[src/hw/rtl/tracking_overlap_metrics_assert.svh]
// Assertion macros for the tracking overlap metrics block.
// No dependencies; included by the top level.
`ifndef TRACKING_OVERLAP_METRICS_ASSERT_SVH
`define TRACKING_OVERLAP_METRICS_ASSERT_SVH
`ifndef SYNTHESIS
`define TOM_ASSERT_IMPL(label, clk, rst_n, prop, msg) \
  label: assert property (@(posedge clk) disable iff (!rst_n) prop) else $error(msg);
`define TOM_ASSERT_ONEHOT(label, clk, rst_n, en, vec, msg) \
  label: assert property (@(posedge clk) disable iff (!rst_n) en |-> $onehot(vec)) \
    else $error(msg);
`else
`define TOM_ASSERT_IMPL(label, clk, rst_n, prop, msg)
`define TOM_ASSERT_ONEHOT(label, clk, rst_n, en, vec, msg)
`endif
`endif

[src/hw/rtl/tom_pkg.sv]
// Shared types and constants for the tracking overlap metrics block.
// No dependencies.
package tom_pkg;
  localparam int unsigned THRESH_BITS = 17;
  localparam int unsigned DIST_BITS   = 18;
  localparam int unsigned SUM_BITS    = 40;
  localparam logic [THRESH_BITS-1:0] THRESH_RESET = 17'd66;
  localparam logic [DIST_BITS-1:0]   DIST_MAX     = 18'h3FFFF;
  localparam logic [SUM_BITS-1:0]    SUM_MAX      = 40'hFF_FFFF_FFFF;

  // frame class handed from front to back
  typedef struct packed {
    logic miss;
    logic zero_union;
  } tom_class_t;
endpackage

[src/hw/rtl/tom_front.sv]
// Front end: geometry of one frame (spans, areas, centre deltas).
// Depends on tom_pkg.
module tom_front import tom_pkg::*; #(
  parameter int unsigned COORD_BITS = 12
) (
  input  logic                      clk,
  input  logic                      rst_n,
  input  logic                      in_valid,
  output logic                      in_ready,
  input  logic [COORD_BITS-1:0]     tx, ty, tw, th, hx, hy, hw, hh,
  input  logic                      present,
  output logic                      q_valid,
  input  logic                      q_ready,
  output tom_class_t                q_cls,
  output logic [2*COORD_BITS+1:0]   q_inter,
  output logic [2*COORD_BITS+1:0]   q_union,
  output logic [2*COORD_BITS+2:0]   q_dsq
);
  localparam int unsigned CB = COORD_BITS;
  localparam int unsigned AB = 2*CB+2;

  // stage 0: spans and centre deltas; stage 1: products
  logic              s0_v_r, s1_v_r;
  logic              s0_miss_r, s1_miss_r;
  logic [CB:0]       sx_r, sy_r, dx_r, dy_r;
  logic [CB-1:0]     tw_r, th_r, hw_r, hh_r;
  logic [AB-1:0]     inter_r, union_r;
  logic [AB:0]       dsq_r;
  logic [CB:0]       lox, loy, hix, hiy, ctx, cty, chx, chy;
  logic [2*CB-1:0]   at, ah, ip;
  logic [AB-1:0]     dxq, dyq;

  assign q_valid = s1_v_r;
  assign in_ready = !s0_v_r || !s1_v_r || q_ready;
  wire s1_take = s0_v_r && (!s1_v_r || q_ready);

  always_comb begin
    lox = ({1'b0,tx} > {1'b0,hx}) ? {1'b0,tx} : {1'b0,hx};
    loy = ({1'b0,ty} > {1'b0,hy}) ? {1'b0,ty} : {1'b0,hy};
    hix = ({1'b0,tx}+{1'b0,tw} < {1'b0,hx}+{1'b0,hw}) ? {1'b0,tx}+{1'b0,tw}
                                                      : {1'b0,hx}+{1'b0,hw};
    hiy = ({1'b0,ty}+{1'b0,th} < {1'b0,hy}+{1'b0,hh}) ? {1'b0,ty}+{1'b0,th}
                                                      : {1'b0,hy}+{1'b0,hh};
    ctx = {1'b0,tx} + {2'b0,tw[CB-1:1]};
    cty = {1'b0,ty} + {2'b0,th[CB-1:1]};
    chx = {1'b0,hx} + {2'b0,hw[CB-1:1]};
    chy = {1'b0,hy} + {2'b0,hh[CB-1:1]};
    at  = {{CB{1'b0}}, tw_r} * {{CB{1'b0}}, th_r};
    ah  = {{CB{1'b0}}, hw_r} * {{CB{1'b0}}, hh_r};
    ip  = {{CB{1'b0}}, sx_r[CB-1:0]} * {{CB{1'b0}}, sy_r[CB-1:0]};
    // squares need the full 2*CB+2 bits
    dxq = {{(CB+1){1'b0}}, dx_r} * {{(CB+1){1'b0}}, dx_r};
    dyq = {{(CB+1){1'b0}}, dy_r} * {{(CB+1){1'b0}}, dy_r};
  end

  always_ff @(posedge clk) begin
    if (!rst_n) begin
      s0_v_r <= 1'b0;
      s1_v_r <= 1'b0;
    end else begin
      if (in_valid && in_ready) s0_v_r <= 1'b1;
      else if (s1_take)         s0_v_r <= 1'b0;
      if (s1_take)              s1_v_r <= 1'b1;
      else if (q_ready)         s1_v_r <= 1'b0;
    end
    if (in_valid && in_ready) begin
      s0_miss_r <= !present;
      sx_r <= (hix > lox) ? hix - lox : '0;
      sy_r <= (hiy > loy) ? hiy - loy : '0;
      dx_r <= (ctx > chx) ? ctx - chx : chx - ctx;
      dy_r <= (cty > chy) ? cty - chy : chy - cty;
      tw_r <= tw; th_r <= th; hw_r <= hw; hh_r <= hh;
    end
    if (s1_take) begin
      s1_miss_r <= s0_miss_r;
      inter_r <= {2'b0, ip};
      union_r <= {2'b0, at} + {2'b0, ah} - {2'b0, ip};
      dsq_r   <= {1'b0, dxq} + {1'b0, dyq};
    end
  end

  assign q_cls.miss       = s1_miss_r;
  assign q_cls.zero_union = (union_r == '0);
  assign q_inter = inter_r;
  assign q_union = union_r;
  assign q_dsq   = dsq_r;
endmodule

[src/hw/rtl/tom_back.sv]
// Back end: serial IoU divide, serial square root, counters, result register.
// Depends on tom_pkg.
module tom_back import tom_pkg::*; #(
  parameter int unsigned COORD_BITS = 12,
  parameter int unsigned COUNT_BITS = 24
) (
  input  logic                     clk,
  input  logic                     rst_n,
  input  logic [THRESH_BITS-1:0]   thresh,
  input  logic                     q_valid,
  output logic                     q_ready,
  input  tom_class_t               q_cls,
  input  logic [2*COORD_BITS+1:0]  q_inter,
  input  logic [2*COORD_BITS+1:0]  q_union,
  input  logic [2*COORD_BITS+2:0]  q_dsq,
  output logic                     out_empty,
  input  logic                     out_pop,
  output logic [THRESH_BITS-1:0]   out_overlap_ratio,
  output logic                     out_is_match,
  output logic                     out_is_mismatch,
  output logic                     out_is_miss,
  output logic [DIST_BITS-1:0]     out_centre_distance,
  output logic [COUNT_BITS-1:0]    frames_seen, matches_seen, mismatches_seen, misses_seen,
  output logic [SUM_BITS-1:0]      out_distance_total
);
  localparam int unsigned AB = 2*COORD_BITS+2;
  localparam int unsigned RB = AB + 16;         // inter << 16 width (quotient bits)
  localparam int unsigned VB = AB + 9;          // dsq * 256
  localparam int unsigned SQB = (VB+1)/2 + 1;   // root bits
  localparam int unsigned NB = $clog2(RB+1);
  localparam int unsigned DBG = (SQB > DIST_BITS) ? SQB : DIST_BITS;
  localparam logic [COUNT_BITS-1:0] CMAX = '1;

  localparam logic [2:0] ST_IDLE = 3'd0, ST_DIV = 3'd1, ST_DEC = 3'd2,
                         ST_SQRT = 3'd3, ST_DONE = 3'd4;

  logic [2:0]      st_r, st_nxt;
  logic [NB-1:0]   cnt_r;
  logic [RB-1:0]   num_r, quo_r;
  logic [AB:0]     rem_r;
  logic [AB-1:0]   den_r;
  logic [VB+1:0]   val_r, root_r, bit_r;
  logic            miss_r;
  logic [COUNT_BITS-1:0] fc_r, mc_r, xc_r, sc_r;
  logic [SUM_BITS-1:0]   sum_r;
  logic            full_r;
  logic [AB:0]     rem_sh;
  logic [VB+1:0]   trial;
  logic [THRESH_BITS-1:0] ratio;
  logic [DBG-1:0]  dist_w;
  logic [DIST_BITS-1:0] dist_sat;
  logic            is_match;

  assign out_empty = !full_r;
  assign q_ready = (st_r == ST_IDLE);
  assign rem_sh = {rem_r[AB-1:0], num_r[RB-1]};
  assign trial  = root_r + bit_r;
  // quotient never exceeds 65536
  assign ratio  = quo_r[THRESH_BITS-1:0];
  assign dist_w = DBG'(root_r);
  assign dist_sat = (dist_w > DBG'(DIST_MAX)) ? DIST_MAX : dist_w[DIST_BITS-1:0];
  // bit_r[0] marks a completed root, i.e. a match
  assign is_match = !miss_r && (root_r[VB+1] == 1'b0) && bit_r[0];

  function automatic logic [COUNT_BITS-1:0] sat(input logic [COUNT_BITS-1:0] v);
    sat = (v == CMAX) ? v : v + 1'b1;
  endfunction

  always_comb begin
    st_nxt = st_r;
    case (st_r)
      ST_IDLE: if (q_valid) st_nxt = (q_cls.miss || q_cls.zero_union) ? ST_DONE : ST_DIV;
      ST_DIV:  if (cnt_r == NB'(RB-1)) st_nxt = ST_DEC;
      ST_DEC:  st_nxt = (ratio >= thresh) ? ST_SQRT : ST_DONE;
      ST_SQRT: if (bit_r[VB+1:2] == '0) st_nxt = ST_DONE;
      ST_DONE: if (!full_r || out_pop) st_nxt = ST_IDLE;
      default: st_nxt = ST_IDLE;
    endcase
  end

  always_ff @(posedge clk) begin
    if (!rst_n) begin
      st_r <= ST_IDLE;
      full_r <= 1'b0;
      fc_r <= '0; mc_r <= '0; xc_r <= '0; sc_r <= '0; sum_r <= '0;
    end else begin
      st_r <= st_nxt;
      if (st_r == ST_DONE && (!full_r || out_pop)) begin
        full_r <= 1'b1;
        fc_r <= sat(fc_r);
        out_is_miss <= miss_r;
        out_is_match <= is_match;
        out_is_mismatch <= !miss_r && !is_match;
        out_centre_distance <= is_match ? dist_sat : '0;
        out_overlap_ratio <= miss_r ? '0 : ratio;
        if (miss_r) sc_r <= sat(sc_r);
        else if (is_match) begin
          mc_r <= sat(mc_r);
          sum_r <= (sum_r > SUM_MAX - SUM_BITS'(dist_sat)) ? SUM_MAX
                                                           : sum_r + SUM_BITS'(dist_sat);
        end else begin
          xc_r <= sat(xc_r);
        end
      end else if (out_pop && full_r) begin
        full_r <= 1'b0;
      end
    end
    case (st_r)
      ST_IDLE: begin
        miss_r <= q_cls.miss;
        num_r  <= {q_inter, 16'd0};
        den_r  <= q_union;
        rem_r  <= '0;
        quo_r  <= '0;
        cnt_r  <= '0;
        val_r  <= {2'b0, q_dsq, 8'd0};
        root_r <= '0;
        bit_r  <= '0;
      end
      ST_DIV: begin
        cnt_r <= cnt_r + 1'b1;
        num_r <= {num_r[RB-2:0], 1'b0};
        if (rem_sh >= {1'b0, den_r}) begin
          rem_r <= rem_sh - {1'b0, den_r};
          quo_r <= {quo_r[RB-2:0], 1'b1};
        end else begin
          rem_r <= rem_sh;
          quo_r <= {quo_r[RB-2:0], 1'b0};
        end
      end
      ST_DEC: begin
        // largest power of four below 2^VB (VB is odd)
        bit_r <= {3'b001, {(VB-1){1'b0}}};
      end
      ST_SQRT: begin
        if (val_r >= trial) begin
          val_r  <= val_r - trial;
          root_r <= (root_r >> 1) + bit_r;
        end else begin
          root_r <= root_r >> 1;
        end
        bit_r <= (bit_r[VB+1:2] == '0) ? {{VB+1{1'b0}}, 1'b1} : bit_r >> 2;
      end
      default: ;
    endcase
  end

  assign frames_seen = fc_r;
  assign matches_seen = mc_r;
  assign mismatches_seen = xc_r;
  assign misses_seen = sc_r;
  assign out_distance_total = sum_r;
endmodule

[src/hw/rtl/tracking_overlap_metrics.sv]
// Top level of the tracking overlap metrics block.
// Depends on tom_pkg, tom_front, tom_back and the assertion macro header.
// The back end takes a transaction from the front in its idle state, runs RB
// divide steps (RB = 2*COORD_BITS+18, 42 at the defaults), decides against the
// threshold, runs COORD_BITS+6 square root steps on a match only (18 at the
// defaults) and then loads the result register; a miss or an empty union goes
// straight from the idle state to loading the result. The front registers each
// frame in its stage 0 and stage 1 and prepares the next frame while the back
// works; an unpopped result holds the back end. Counters saturate at all ones.
`include "tracking_overlap_metrics_assert.svh"
module tracking_overlap_metrics import tom_pkg::*; #(
  parameter int unsigned COORD_BITS = 12,
  parameter int unsigned COUNT_BITS = 24
) (
  input  logic                   clk,
  input  logic                   rst_n,
  input  logic                   cfg_we,
  input  logic [THRESH_BITS-1:0] cfg_iou_threshold,
  input  logic                   push,
  output logic                   full,
  input  logic [COORD_BITS-1:0]  in_truth_x, in_truth_y, in_truth_w, in_truth_h,
  input  logic [COORD_BITS-1:0]  in_hyp_x, in_hyp_y, in_hyp_w, in_hyp_h,
  input  logic                   in_hyp_present,
  output logic                   empty,
  input  logic                   pop,
  output logic [THRESH_BITS-1:0] out_overlap_ratio,
  output logic                   out_is_match,
  output logic                   out_is_mismatch,
  output logic                   out_is_miss,
  output logic [DIST_BITS-1:0]   out_centre_distance,
  output logic [COUNT_BITS-1:0]  out_frames_seen,
  output logic [COUNT_BITS-1:0]  out_matches_seen,
  output logic [COUNT_BITS-1:0]  out_mismatches_seen,
  output logic [COUNT_BITS-1:0]  out_misses_seen,
  output logic [SUM_BITS-1:0]    out_distance_total
);
  logic [THRESH_BITS-1:0] thresh_r;
  logic q_valid, q_ready, in_ready;
  tom_class_t q_cls;
  logic [2*COORD_BITS+1:0] q_inter, q_union;
  logic [2*COORD_BITS+2:0] q_dsq;
  logic [2:0] res_cls;
  logic dist_ok;

  // threshold register
  always_ff @(posedge clk) begin
    if (!rst_n) thresh_r <= THRESH_RESET;
    else if (cfg_we) thresh_r <= cfg_iou_threshold;
  end

  assign full = !in_ready;

  tom_front #(.COORD_BITS(COORD_BITS)) u_front (
    .clk, .rst_n, .in_valid(push), .in_ready,
    .tx(in_truth_x), .ty(in_truth_y), .tw(in_truth_w), .th(in_truth_h),
    .hx(in_hyp_x), .hy(in_hyp_y), .hw(in_hyp_w), .hh(in_hyp_h),
    .present(in_hyp_present), .q_valid, .q_ready, .q_cls, .q_inter, .q_union, .q_dsq
  );

  tom_back #(.COORD_BITS(COORD_BITS), .COUNT_BITS(COUNT_BITS)) u_back (
    .clk, .rst_n, .thresh(thresh_r), .q_valid, .q_ready, .q_cls, .q_inter, .q_union,
    .q_dsq, .out_empty(empty), .out_pop(pop), .out_overlap_ratio, .out_is_match,
    .out_is_mismatch, .out_is_miss, .out_centre_distance,
    .frames_seen(out_frames_seen), .matches_seen(out_matches_seen),
    .mismatches_seen(out_mismatches_seen), .misses_seen(out_misses_seen),
    .out_distance_total
  );

  // exactly one class per result; distance only on a match
  assign res_cls = {out_is_match, out_is_mismatch, out_is_miss};
  assign dist_ok = out_is_match || (out_centre_distance == '0);
  `TOM_ASSERT_ONEHOT(a_one_class, clk, rst_n, !empty, res_cls, "class not one-hot")
  `TOM_ASSERT_IMPL(a_dist_match, clk, rst_n, !empty |-> dist_ok, "distance without match")
  `TOM_ASSERT_IMPL(a_sum_mono, clk, rst_n, out_distance_total >= $past(out_distance_total), "sum fell")
endmodule
[config.mk]
export PLATFORM = sky130hd
export DESIGN_NAME = tracking_overlap_metrics
export DESIGN_NICKNAME = d
export VERILOG_FILES = /design/src/hw/rtl/tom_pkg.sv /design/src/hw/rtl/tom_front.sv /design/src/hw/rtl/tom_back.sv /design/src/hw/rtl/tracking_overlap_metrics.sv
export VERILOG_INCLUDE_DIRS = /design/src /design/src/hw/rtl
export SDC_FILE = /design/constraint.sdc
export NUM_CORES = 2
export LEC_CHECK = 0
export BUFFER_PORTS_ARGS = -buffer_cell sky130_fd_sc_hd__buf_2
export CELL_PAD_IN_SITES_DETAIL_PLACEMENT = 2
export CELL_PAD_IN_SITES_GLOBAL_PLACEMENT = 2
export CORE_UTILIZATION = 44
export CTS_CLUSTER_SIZE = 8
export DETAILED_ROUTE_END_ITERATION = 16
export PLACE_DENSITY = 0.91
export SYNTH_ARGS = -nofsm -noshare
export SYNTH_HDL_FRONTEND = slang
export SYNTH_HIERARCHICAL = 1
export SYNTH_SLANG_ARGS = --single-unit
[constraint.sdc]
create_clock -name clk -period 19.6 [get_ports clk]
set_input_delay 0.98 -clock clk [delete_from_list [all_inputs] [get_ports clk]]
set_output_delay 0.98 -clock clk [all_outputs]
set_load 0.02 [all_outputs]
==> metrics.md <==
| Metric | Value |
|---|---|
| Status | completed |
| Top post-synthesis cells by area | fa_1 (20%), edfxtp_1 (20%), ha_1 (13%) |
| Post-route ant nets | 0 |
| H-Tree Depth | 3 |
| Clock sinks | 568 |
| CP max-delay cell | xnor2_1 |
| RR Startpoint | u_front/sx_r[3] |
| Critical path peak fanout | 12 |
| Routed WL | 307.0 mm |
| Drt drc | 0 |
| Yosys warnings | 6 |
| Headroom to the max-slew limit | 0.04453 |
| Hold Crit Start | u_front/s0_miss_r |
| Die Width | 379.6 um |
| PortBufs | 294 |
| CTS root buf | clkbuf_16 |
| Synth cell types | 108 |
| Mapped cell area | 62730 sq um |
| Critical path origin | u_front/sx_r[3] |
| Kind of critical path | flip-flop to flip-flop |
| Final period util | 0.6395 |
| Cts bufs inserted | 84 |
| Layout Nets | 8278 |
| Critical Path AT | 13.04 ns |
| Worst R2R Setup Slack | 7.07 ns |
| WP buf/inv | 8 |
| Max incr delay on CP | 1.10 ns |
| Die span in y | 379.6 um |
| Hold Path Depth | 0 |
| Crit path time final | 12.53 ns |
| Drt pass-1 iters | 7 |
| DR vias | 57030 |
| Worst R2R Path Depth | 32 |
| First-pass GRT wire length | 451.6 mm |
| Share of layout cells above drive strength 1 | 0.07664 |
| Crit. End Element | flip-flop |
| Final Hold Violating Endpoints | 0 |
| # IOs | 295 |
| Clk Latency, worst-skew pair | 0.76 ns |
| Mapped Cells | 6690 |
| Initial antenna violation count | 24 |
| Reg2Reg Capture Point | u_front/q_union[19] |
| Site row count | 138 |
| RSZ-0062 raised after global routing | false |
| Top_reg_cell synth | edfxtp_1 |
| Top cell type by total area after synthesis | fa_1 |
| Hold Path Sink | u_front/s1_miss_r |
| Max Root-Sink Buffers | 3 |
| Vias per inst | 6.468 |
| Initial DRC count | 4846 |
| CTS clk-pin slew, worst paths | 0.06 ns |
| Max-slew violation count | 0 |
| CP startpoint kind | flip-flop |
| DIE AREA | 144100 sq um |
| Clk_skew | 0.05826 ns |
| Seq/Total Area, Yosys | 0.2465 |
| CTS tree | built |
| CP delay by family, top | adder cells |
| Hold Buf Count CTS | 0 |
| Setup TNS | 0 ns |
| Gr usage total | 0.4212 |
| Core area | 141600 sq um |
| Initial core utilization | 0.4431 |
| Final HPWL DP | 204.1 mm |
| Number of synthesized flops with an enable pin | 409 |
| Synth Area per Inst | 9.377 sq um |
| Routability cong. | 0.9271 |
| Post-CTS Setup Bufs | 0 |
| Hold WC Path Type | flip-flop to flip-flop |
| Top cells by count, synth | inv_1 (999), ha_1 (664), nand2_1 (661) |
| FF+latch count, synth | 568 |
| Area added between synthesis and finish | 9.037% |
| Req. time, crit path | 20.11 ns |
| Aggregate global routing overflow | 0 |
| Largest net degree at the start of global routing | 104 |
| Count leader, synth | inv_1 |
| Most frequent CP cell | fa_1 |
| Post-synth ARST share | 0 |
| # resized after CTS | 0 |
| Final setup vio count | 0 |
| Max-cap violations | 0 |
| WL per Instance | 34.81 um |
| Vias in the first global route | 65970 |
| Max frequency | 0.07978 GHz |
| Worst slew pin tran | 1.423 ns |
| Synth top area share | 0.2001 |
==> flip-flops by register name (all words and copies together) (netlist names), 18 cells and up <==
signal,cells
u_back/val_r,37
u_back/den_r,26
u_back/num_r,26
u_front/q_inter,24
u_front/q_union,26
u_back/mismatches_seen,24
u_back/matches_seen,24
u_back/frames_seen,24
u_front/q_dsq,27
u_back/out_distance_total,40
u_back/bit_r,18
u_back/root_r,37
u_back/misses_seen,24
u_back/out_centre_distance,18
u_back/rem_r,26
==> area by class of cell <==
| class | count | area [sq um] |
|---|---|---|
| Fill cell | 14880 | 73190 |
| Multi-Input combinational cell | 4898 | 42640 |
| Inverter | 1000 | 3755 |
| Timing Repair Buffer | 316 | 1637 |
| Antenna cell | 12 | 30.03 |
| Sequential cell | 568 | 15460 |
| Clock buffer | 118 | 2240 |
| Clock inverter | 15 | 274.0 |
| Tap cell | 1890 | 2365 |
==> kinds of logic (layout without fill, tap and decap cells) <==
family	after synthesis	count (layout)	share of synthesized area
and+or+nand+nor	2028	2028	0.1615
adders and majority gates	1291	1291	0.3325
buffers and inverters	1225	1449	0.07519
AOI/OAI and AO/OA	1110	1110	0.1175
DFF	568	568	0.2465
xor gates and xnor gates	399	399	0.05571
muxes	68	68	0.01095
other	1	14	0.00005978
==> metrics by stage <==
step,setup slack (ns),hold slack [ns],instances,utilization,instance area (sq um)
after floorplan,9.820,0.4003,6691,-,62740
after global placement,9.213,0.4094,8672,0.4651,65860
after detailed placement,8.688,0.4424,8672,0.4651,65860
after CTS,8.400,0.4156,8805,0.4829,68370
after global routing,7.195,0.4424,8813,0.4830,68390
final,7.065,0.4231,8817,0.4831,68400
==> worst register-to-register path, delay by kind of cell (launching register included) <==
family                   cells  cell delay, ns
adder cells (fa/ha/maj)     14            7.12
AO/OA/AOI/OAI                8            2.14
XOR/XNOR                     1            1.10
buffers and inverters        8            1.04
flip-flops                   1            0.68
AND/OR/NAND/NOR              1            0.21
==> worst max path at each step <==
stage	endpoint	slack [ns]	cells after the start
after floorplan	u_front/q_union[24]	9.82	35
after global placement	u_front/q_union[24]	9.21	34
after detailed placement	u_front/q_union[24]	8.69	34
after CTS	u_front/q_union[25]	8.40	32
after global routing	u_front/q_union[19]	7.20	32
final	u_front/q_union[19]	7.07	32
==> routing by layer <==
metal,up-vias,global-route usage,part of all wire
met5,-,0.006614,0.00060
met1,29000,0.4278,0.33
met4,24,0.3544,0.099
met3,1713,0.1185,0.084
met2,3585,0.7160,0.48
li1,22700,-,-
==> layout by cell type (no fill, tap or decap), types with 20 or more instances in the layout <==
master	n
or3_1	54
clkbuf_16	84
nand2_1	660
mux2i_1	63
buf_2	294
a211oi_1	25
nand3_1	109
nor4_1	24
xor2_1	187
nand2b_1	41
o21bai_1	57
o21ai_0	210
clkbuf_1	33
inv_1	999
fa_1	627
o21ai_1	30
ha_1	664
nor2_1	343
xnor2_1	212
o311a_1	20
nand4_1	73
dfxtp_1	159
nor2b_1	99
and4_1	26
and3_1	80
o21a_1	53
or2_2	32
edfxtp_1	409
a21oi_1	301
and2_1	346
a31oi_1	64
buf_4	22
nor3_1	85
a21o_1	126
Power is left out: the tool's default activity adds up to more than one toggle a clock period on the data nets, which glitch-free logic cannot reach.
